$ cat src/rtl/calendar_clock_with_alarm_top_macros.svh
// Assertion macros for the calendar clock RTL
`ifndef CALENDAR_CLOCK_WITH_ALARM_TOP_MACROS_SVH
`define CALENDAR_CLOCK_WITH_ALARM_TOP_MACROS_SVH

// check on every rising edge once out of reset
`define CCA_ASSERT(name, prop, msg) \
    name: assert property (@(posedge clk) disable iff (!rst_n) prop) else $error(msg);

// check on every rising edge, reset included
`define CCA_ASSERT_ALWAYS(name, prop, msg) \
    name: assert property (@(posedge clk) prop) else $error(msg);

`endif

$ cat src/rtl/cca_pkg.sv
// Package for the calendar clock: time record, codes and calendar helpers
package cca_pkg;

    typedef struct packed {
        logic [5:0] sec;
        logic [5:0] min;
        logic [4:0] hour;
        logic [4:0] day;
        logic [3:0] month;
        logic [6:0] year;
    } cca_time_t;

    // command codes
    localparam logic CMD_TICK  = 1'b0;
    localparam logic CMD_WRITE = 1'b1;

    // field select codes
    localparam logic [2:0] FIELD_SEC   = 3'd0;
    localparam logic [2:0] FIELD_MIN   = 3'd1;
    localparam logic [2:0] FIELD_HOUR  = 3'd2;
    localparam logic [2:0] FIELD_DAY   = 3'd3;
    localparam logic [2:0] FIELD_MONTH = 3'd4;
    localparam logic [2:0] FIELD_YEAR  = 3'd5;

    // register indexes
    localparam logic [2:0] REG_ALARM_HOUR   = 3'd0;
    localparam logic [2:0] REG_ALARM_MINUTE = 3'd1;
    localparam logic [2:0] REG_ALARM_SECOND = 3'd2;
    localparam logic [2:0] REG_SECOND_PER   = 3'd3;
    localparam logic [2:0] REG_BLINK_PER    = 3'd4;
    localparam logic [2:0] REG_ALARM_DUR    = 3'd5;

    localparam logic [5:0] SEC_MAX   = 6'd59;
    localparam logic [5:0] MIN_MAX   = 6'd59;
    localparam logic [4:0] HOUR_MAX  = 5'd23;
    localparam logic [3:0] MONTH_MAX = 4'd12;
    localparam logic [6:0] YEAR_MAX  = 7'd99;

    localparam logic [15:0] SAT16           = 16'hFFFF;
    localparam logic [15:0] TONE_END_MARGIN = 16'd100;

    localparam logic [15:0] SECOND_PER_RESET = 16'd1000;
    localparam logic [15:0] BLINK_PER_RESET  = 16'd500;
    localparam logic [15:0] ALARM_DUR_RESET  = 16'd10000;

    function automatic logic [4:0] month_length(input logic [3:0] m);
        logic [4:0] len;
        if (m == 4'd2)
            len = 5'd28;
        else if (m == 4'd4 || m == 4'd9 || m == 4'd11)
            len = 5'd30;
        else
            len = 5'd31;
        return len;
    endfunction

    // above range gives the low end, below range gives the high end
    function automatic logic [6:0] wrap_value(input logic signed [7:0] v,
                                              input logic signed [7:0] lo,
                                              input logic signed [7:0] hi);
        logic [6:0] r;
        if (v > hi)
            r = lo[6:0];
        else if (v < lo)
            r = hi[6:0];
        else
            r = v[6:0];
        return r;
    endfunction

endpackage

$ cat src/rtl/cca_time.sv
// Time-of-day and date cascade with direct field writes
module cca_time
    import cca_pkg::*;
(
    input  cca_time_t         cur,
    input  logic              tick_second,
    input  logic              field_write,
    input  logic [2:0]        field_select,
    input  logic signed [7:0] field_value,
    output cca_time_t         nxt
);

    logic [6:0] wr_sec;
    logic [6:0] wr_hour;
    logic [6:0] wr_day;
    logic [6:0] wr_month;
    logic [6:0] wr_year;

    assign wr_sec   = wrap_value(field_value, 8'sd0, 8'sd59);
    assign wr_hour  = wrap_value(field_value, 8'sd0, 8'sd23);
    assign wr_day   = wrap_value(field_value, 8'sd1, 8'sd31);
    assign wr_month = wrap_value(field_value, 8'sd1, 8'sd12);
    assign wr_year  = wrap_value(field_value, 8'sd0, 8'sd99);

    always_comb
    begin
        nxt = cur;
        if (tick_second)
        begin
            // carry ripples only as far as the first field that is not at its end
            if (cur.sec < SEC_MAX)
                nxt.sec = cur.sec + 6'd1;
            else
            begin
                nxt.sec = '0;
                if (cur.min < MIN_MAX)
                    nxt.min = cur.min + 6'd1;
                else
                begin
                    nxt.min = '0;
                    if (cur.hour < HOUR_MAX)
                        nxt.hour = cur.hour + 5'd1;
                    else
                    begin
                        nxt.hour = '0;
                        if (cur.day < month_length(cur.month))
                            nxt.day = cur.day + 5'd1;
                        else
                        begin
                            nxt.day = 5'd1;
                            if (cur.month < MONTH_MAX)
                                nxt.month = cur.month + 4'd1;
                            else
                            begin
                                nxt.month = 4'd1;
                                nxt.year  = (cur.year < YEAR_MAX) ? cur.year + 7'd1 : '0;
                            end
                        end
                    end
                end
            end
        end
        else if (field_write)
        begin
            unique case (field_select)
                FIELD_SEC:   nxt.sec   = wr_sec[5:0];
                FIELD_MIN:   nxt.min   = wr_sec[5:0];
                FIELD_HOUR:  nxt.hour  = wr_hour[4:0];
                FIELD_DAY:   nxt.day   = wr_day[4:0];
                FIELD_MONTH: nxt.month = wr_month[3:0];
                FIELD_YEAR:  nxt.year  = wr_year;
                default:     nxt = cur;
            endcase
        end
    end

endmodule

$ cat src/rtl/calendar_clock_with_alarm_top.sv
// Calendar clock with alarm: top level
//
// Input channel (in_valid/in_ready) carries one word per item: a millisecond
// tick (command 0) or a write of one time field (command 1), along with the
// setting_mode and alarm_enabled levels. Output channel (out_valid/out_ready)
// returns one word per item: the full time and date plus blink_on and tone_on.
// The result word is valid in the cycle after the input is accepted. One item
// is taken per cycle while the receiver does not stall; the whole tick update
// (prescaler, calendar carry chain, blink and alarm logic) settles in one
// pass between the state registers, which also serve as the result register.
// When the receiver stalls, the pending result holds and in_ready drops until
// it is taken; a new word is accepted in the same cycle the old one leaves.
// Configuration registers are written via cfg_write/cfg_index/cfg_data, by the
// user only while the block is idle, unchecked by it; unknown indexes are dropped.
// Reset clears the time to 00:00:00 day 1 month 1 year 0, stops blink and
// tone, and loads the default periods (1000, 500) and alarm duration 10000.
module calendar_clock_with_alarm_top
    import cca_pkg::*;
(
    input  logic              clk,
    input  logic              rst_n,
    input  logic              cfg_write,
    input  logic [2:0]        cfg_index,
    input  logic [15:0]       cfg_data,
    input  logic              in_valid,
    output logic              in_ready,
    input  logic              command,
    input  logic [2:0]        field_select,
    input  logic signed [7:0] field_value,
    input  logic              setting_mode,
    input  logic              alarm_enabled,
    output logic              out_valid,
    input  logic              out_ready,
    output logic [5:0]        second,
    output logic [5:0]        minute,
    output logic [4:0]        hour,
    output logic [4:0]        day,
    output logic [3:0]        month,
    output logic [6:0]        year,
    output logic              blink_on,
    output logic              tone_on
);

`include "calendar_clock_with_alarm_top_macros.svh"

    logic [4:0]  alarm_hour_reg;
    logic [5:0]  alarm_minute_reg;
    logic [5:0]  alarm_second_reg;
    logic [15:0] second_per_reg;
    logic [15:0] blink_per_reg;
    logic [15:0] alarm_dur_reg;

    cca_time_t   time_reg;
    cca_time_t   time_next;
    logic [15:0] presc_reg;
    logic [15:0] presc_next;
    logic [15:0] blink_cnt_reg;
    logic [15:0] blink_cnt_next;
    logic        blink_reg;
    logic        blink_next;
    logic [15:0] countdown_reg;
    logic [15:0] countdown_next;
    logic        tone_reg;
    logic        tone_next;
    logic        out_valid_reg;
    logic        out_valid_next;

    logic        accept;
    logic        tick;
    logic        sec_due;
    logic        blink_due;
    logic        alarm_match;
    logic [15:0] presc_inc;
    logic [15:0] blink_inc;
    logic [15:0] countdown_dec;
    logic        countdown_low;
    logic        time_ok;

    assign in_ready = !out_valid_reg || out_ready;
    assign accept   = in_valid && in_ready;
    assign tick     = (command == CMD_TICK);

    // configuration registers
    always_ff @(posedge clk or negedge rst_n)
    begin
        if (!rst_n)
        begin
            alarm_hour_reg   <= '0;
            alarm_minute_reg <= '0;
            alarm_second_reg <= '0;
            second_per_reg   <= SECOND_PER_RESET;
            blink_per_reg    <= BLINK_PER_RESET;
            alarm_dur_reg    <= ALARM_DUR_RESET;
        end
        else if (cfg_write)
        begin
            unique case (cfg_index)
                REG_ALARM_HOUR:
                    alarm_hour_reg <= (cfg_data[4:0] > HOUR_MAX) ? '0 : cfg_data[4:0];
                REG_ALARM_MINUTE:
                    alarm_minute_reg <= (cfg_data[5:0] > MIN_MAX) ? '0 : cfg_data[5:0];
                REG_ALARM_SECOND:
                    alarm_second_reg <= (cfg_data[5:0] > SEC_MAX) ? '0 : cfg_data[5:0];
                REG_SECOND_PER: second_per_reg <= cfg_data;
                REG_BLINK_PER:  blink_per_reg  <= cfg_data;
                REG_ALARM_DUR:  alarm_dur_reg  <= cfg_data;
                default:        ;
            endcase
        end
    end

    // prescaler and blink counters saturate, then compare against their period
    assign presc_inc  = (presc_reg != SAT16) ? presc_reg + 16'd1 : presc_reg;
    assign sec_due    = (presc_inc >= second_per_reg);
    assign presc_next = sec_due ? '0 : presc_inc;

    assign blink_inc      = (blink_cnt_reg != SAT16) ? blink_cnt_reg + 16'd1 : blink_cnt_reg;
    assign blink_due      = setting_mode && (blink_inc >= blink_per_reg);
    assign blink_cnt_next = blink_due ? '0 : blink_inc;
    assign blink_next     = blink_due ? !blink_reg : blink_reg;

    cca_time u_time (
        .cur          (time_reg),
        .tick_second  (tick && sec_due),
        .field_write  (command == CMD_WRITE),
        .field_select (field_select),
        .field_value  (field_value),
        .nxt          (time_next)
    );

    // alarm compares against the time after this tick's advance
    assign countdown_dec = (countdown_reg != '0) ? countdown_reg - 16'd1 : countdown_reg;
    assign alarm_match   = alarm_enabled
                           && (time_next.hour == alarm_hour_reg)
                           && (time_next.min == alarm_minute_reg)
                           && (time_next.sec == alarm_second_reg);

    always_comb
    begin
        countdown_next = alarm_match ? alarm_dur_reg : countdown_dec;
        tone_next      = alarm_match ? 1'b1 : tone_reg;
        if (countdown_next < TONE_END_MARGIN)
            tone_next = 1'b0;
    end

    always_comb
    begin
        out_valid_next = out_valid_reg;
        if (accept)
            out_valid_next = 1'b1;
        else if (out_ready)
            out_valid_next = 1'b0;
    end

    always_ff @(posedge clk or negedge rst_n)
    begin
        if (!rst_n)
        begin
            time_reg      <= '{sec: '0, min: '0, hour: '0, day: 5'd1, month: 4'd1, year: '0};
            presc_reg     <= '0;
            blink_cnt_reg <= '0;
            blink_reg     <= 1'b0;
            countdown_reg <= '0;
            tone_reg      <= 1'b0;
            out_valid_reg <= 1'b0;
        end
        else
        begin
            out_valid_reg <= out_valid_next;
            if (accept)
            begin
                time_reg <= time_next;
                if (tick)
                begin
                    presc_reg     <= presc_next;
                    blink_cnt_reg <= blink_cnt_next;
                    blink_reg     <= blink_next;
                    countdown_reg <= countdown_next;
                    tone_reg      <= tone_next;
                end
            end
        end
    end

    // state only moves on accept, so it doubles as the held result word
    assign out_valid = out_valid_reg;
    assign second    = time_reg.sec;
    assign minute    = time_reg.min;
    assign hour      = time_reg.hour;
    assign day       = time_reg.day;
    assign month     = time_reg.month;
    assign year      = time_reg.year;
    assign blink_on  = blink_reg;
    assign tone_on   = tone_reg;

    assign countdown_low = (countdown_reg < TONE_END_MARGIN);
    assign time_ok       = (time_reg.sec <= SEC_MAX) && (time_reg.min <= MIN_MAX)
                           && (time_reg.hour <= HOUR_MAX) && (time_reg.day != 5'd0)
                           && (time_reg.month != 4'd0) && (time_reg.month <= MONTH_MAX)
                           && (time_reg.year <= YEAR_MAX);

    `CCA_ASSERT_ALWAYS(a_tone_margin, tone_reg |-> !countdown_low, "tone on below margin")
    `CCA_ASSERT(a_time_range, time_ok, "time field out of range")
    `CCA_ASSERT(a_stall_blocks, out_valid_reg && !out_ready |-> !in_ready, "stall let input in")
    `CCA_ASSERT(a_accept_result, accept |=> out_valid_reg, "accepted word produced no result")

endmodule
$ cat config.mk
export PLATFORM = sky130hd
export DESIGN_NAME = calendar_clock_with_alarm_top
export DESIGN_NICKNAME = d
export VERILOG_FILES = /design/src/rtl/cca_pkg.sv /design/src/rtl/cca_time.sv /design/src/rtl/calendar_clock_with_alarm_top.sv
export VERILOG_INCLUDE_DIRS = /design/src /design/src/rtl
export SDC_FILE = /design/constraint.sdc
export NUM_CORES = 1
export LEC_CHECK = 0
export BUFFER_PORTS_ARGS = -buffer_cell sky130_fd_sc_hd__buf_4
export CORE_MARGIN = 1.5
export CORE_UTILIZATION = 55
export DETAILED_ROUTE_END_ITERATION = 6
export GPL_ROUTABILITY_DRIVEN = 0
export GPL_TIMING_DRIVEN = 0
export PLACE_DENSITY_LB_ADDON = 0.2
export SLEW_MARGIN = 20
export SYNTH_ARGS = -nofsm -noshare
export SYNTH_HDL_FRONTEND = slang
export SYNTH_SLANG_ARGS = --single-unit
$ cat constraint.sdc
create_clock -name clk -period 15.7 [get_ports clk]
set_clock_uncertainty 0.2 [all_clocks]
set_input_delay 3.14 -clock clk [delete_from_list [all_inputs] [get_ports clk]]
set_output_delay 3.14 -clock clk [all_outputs]
set_load 0.02 [all_outputs]
==> impl_metrics.yaml <==
cts:
  cts.clk_slew.worst_paths_ns: 0.06
  postCtsSetupBuffers: 0
  cts_max_path_buffers: 2
  cts_root_buffer: "clkbuf_16"
  cts-buffers-inserted: 17
  cts_tree: "done"
  hold_buffers: 0
  clk-insertion-delay-late_ns: 0.44
  cts-resized-gates: 0
  h-tree-depth: 4
  clock-sinks: 149
synth:
  synth-seq-cells: 149
  synth_edf_count: 0
  netlist_area_um2: 9820
  async_flop_share: 1.00
  syn_nets: 1222
  ys_types: 74
  yosysWarnings: 0
  synth_flop_cell: "dfrtp_1"
  syn_avg_cell_area_um2: 8.63
  synthCells: 1138
  ys_seq_area_frac: 0.382
routing:
  ant_nets: 0
  first_pass_iters: 5
  route.detailed.drc: 0
  first_iter_violations: 601
  wl_per_cell_um: 17.8
  vias_per_cell: 6.11
  route.final.wire_length_mm: 26.1
  vias: 8950
power:
  vdd_drop_max_mv: 0.0917
  power.switching_uw: 516
  swShare: 0.353
  p_per_area_nw_per_um2: 130
  p_int_uw: 947
  total_power_uw: 1460
  combPwrFrac: 0.320
  leakage_uw: 0.00490
  clkPwrFrac: 0.300
  pwr-share-seq: 0.379
finish:
  multi_input_area_um2: 5590
  diodes: 0
  fin_nets: 1310
  ff_latch_area_um2: 3750
  instances_no_fill: 1464
  drive_above_1_share: 0.149
  num-fill-cells: 1465
  areaGrowthSynthToFinish_pct: 14.8
grt:
  grt_overflow: 0
  antenna_found_initial: 0
  grt_max_degree: 84
  grt_first_pass_wirelength_mm: 42.5
  grt_use_total: 0.291
  grt_pass1_vias: 8414
timing:
  worstMarginPinSlew_ns: 0.984
  fmax_mhz: 144
  hold_viol_final: 0
  period_share: 0.441
  worst_slack_ns: 8.77
  rsz0062_at_grt: "false"
  finalMaxSlewViolations: 0
  tns_ns: 0
  period_minus_slack_ns: 6.93
  setup_viol: 0
  maxSlewHeadroom: 0.338
placement:
  io_buffers: 68
  place_hpwl_mm: 19.3
  dpl.cell_count: 1432
  place_ws_ns: 8.77
floorplan:
  num_io_pins: 75
  core_region_area_um2: 17400
  initial_core_util: 0.566
  die_h_um: 137
  num_rows: 48
  die_width_um: 137
  die_area_um2: 18700
critical_path:
  required_ns: 12.36
  crit_type: "input port to primary output"
  crit_path_end_kind: "primary output"
  critPathLaunchType: "input port"
  cp.arrival_ns: 3.59
  path_max_fanout: 4
hold_path:
  hold_path_class: "register to register"
job:
  max_cap_violations: 0
outcome:
  status: "complete, no violations"
-- critical path, stage by stage --
cell      delay, ns
buf_4          0.11
nand2b_1       0.17
buf_4          0.17
-- area by class of cell --
type	instances	share of cell area
timing repair buffer	69	0.0484
clock buffer	20	0.0396
buffer	59	0.0222
tap	225	0.0250
inverter	63	0.0210
multi-input combinational	867	0.496
sequential	149	0.333
clock inverter	12	0.0156
-- placed cells by master, fill, tap and decap left out, types with 7 or more instances in the layout --
master and count:
buf_2 11, nand4_1 12, or3_1 15, and3_1 23
a21o_1 11, mux2i_1 9, o21ai_0 96, nand3_1 36
a22oi_1 8, inv_1 63, a211o_1 13, a31oi_1 12
a22o_1 14, clkbuf_1 46, a21oi_1 62, clkbuf_16 17
buf_4 69, o21a_1 14, nand2b_1 19, xor2_1 18
mux2_2 38, nand2_1 165, ha_1 46, nor3_1 18
xnor2_1 28, nor4_1 8, dfrtp_1 130, nor3b_1 7
o31ai_1 21, nor2_1 69, dfstp_2 19
-- worst paths after layout --
path / slack [ns] / end / cells past startpoint / startpoint
setup / recovery: 8.77 / in_ready / 3 / out_ready
hold / removal: 0.28 / presc_reg[11]$_DFFE_PN0P_ / 1 / presc_reg[11]$_DFFE_PN0P_
setup reg to reg: 9.15 / countdown_reg[15]$_DFFE_PN0P_ / 21 / presc_reg[4]$_DFFE_PN0P_
hold reg to reg: 0.28 / presc_reg[11]$_DFFE_PN0P_ / 1 / presc_reg[11]$_DFFE_PN0P_
max in group asynchronous: 12.00 / second_per_reg[5]$_DFFE_PN1P_ / 2 / rst_n
min in group asynchronous: 2.49 / year[4]$_DFFE_PN0P_ / 1 / rst_n
-- power by group through the flow --
stage                     Sequential [uW]  Combinational (uW)  Clock, uW
final                                 555                 469        439
after global placement                554                 446          0
after detailed placement              559                 463          0
after global routing                  567                 521        460
after CTS                             552                 467        443
after floorplan                       570                 296          0
-- cell usage after synthesis, types with 5 or more instances --
| cell | instances | area [um2] |
|---|---|---|
| or4_1 | 5 | 37.5 |
| nor2_1 | 69 | 259 |
| a21oi_1 | 62 | 310 |
| buf_2 | 11 | 55.1 |
| a22o_1 | 14 | 123 |
| inv_1 | 63 | 236 |
| nand2_1 | 165 | 619 |
| mux2_2 | 38 | 428 |
| o21a_1 | 14 | 105 |
| o31ai_1 | 21 | 158 |
| and2_1 | 6 | 37.5 |
| mux2i_1 | 9 | 90.1 |
| nor4_1 | 9 | 56.3 |
| ha_1 | 46 | 576 |
| dfrtp_1 | 130 | 3250 |
| xor2_1 | 18 | 158 |
| nand3_1 | 36 | 180 |
| a211o_1 | 13 | 114 |
| nand2b_1 | 19 | 119 |
| o21ai_0 | 96 | 480 |
| a22oi_1 | 8 | 60.1 |
| a21o_1 | 11 | 82.6 |
| o211ai_1 | 5 | 37.5 |
| dfstp_2 | 19 | 499 |
| clkbuf_1 | 44 | 165 |
| o221ai_1 | 5 | 43.8 |
| or2_2 | 6 | 37.5 |
| a211oi_1 | 6 | 45.0 |
| or3_1 | 15 | 93.8 |
| nor3b_1 | 7 | 52.6 |
| o22a_1 | 6 | 52.6 |
| o22ai_1 | 6 | 37.5 |
| nor3_1 | 18 | 90.1 |
| nand4_1 | 12 | 75.1 |
| and3_1 | 23 | 144 |
| xnor2_1 | 28 | 245 |
| a31oi_1 | 12 | 75.1 |
-- routing by layer --
| metal | share of wire | track usage | vias up |
|---|---|---|---|
| li1 | - | - | 4278 |
| met3 | 0.052 | 0.0415 | 76 |
| met4 | 0.036 | 0.131 | 0 |
| met5 | 0 | 0 | - |
| met1 | 0.42 | 0.365 | 4270 |
| met2 | 0.49 | 0.496 | 326 |
-- per-stage QoR --
stage / instance area, um2 / util / hold slack (ns)
detailed placement: 10700 / 0.614 / 0.276
global placement: 10600 / 0.612 / 0.283
CTS: 11300 / 0.650 / 0.292
finish: 11300 / 0.650 / 0.285
floorplan: 9820 / - / 0.257
global route: 11300 / 0.650 / 0.306
-- logic make-up (layout without fill, tap and decap cells) --
family                     after synthesis  count (layout)  synth area share
xor gates and xnor gates                46              46            0.0410
muxes                                   47              47            0.0527
adders and majority gates               47              47            0.0596
and+or+nand+nor                        411             411             0.204
AOI/OAI and AO/OA                      316             316             0.212
buffers and inverters                  122             223            0.0495
DFF                                    149             149             0.382
Note: power is estimated with default switching activity, not from simulation.
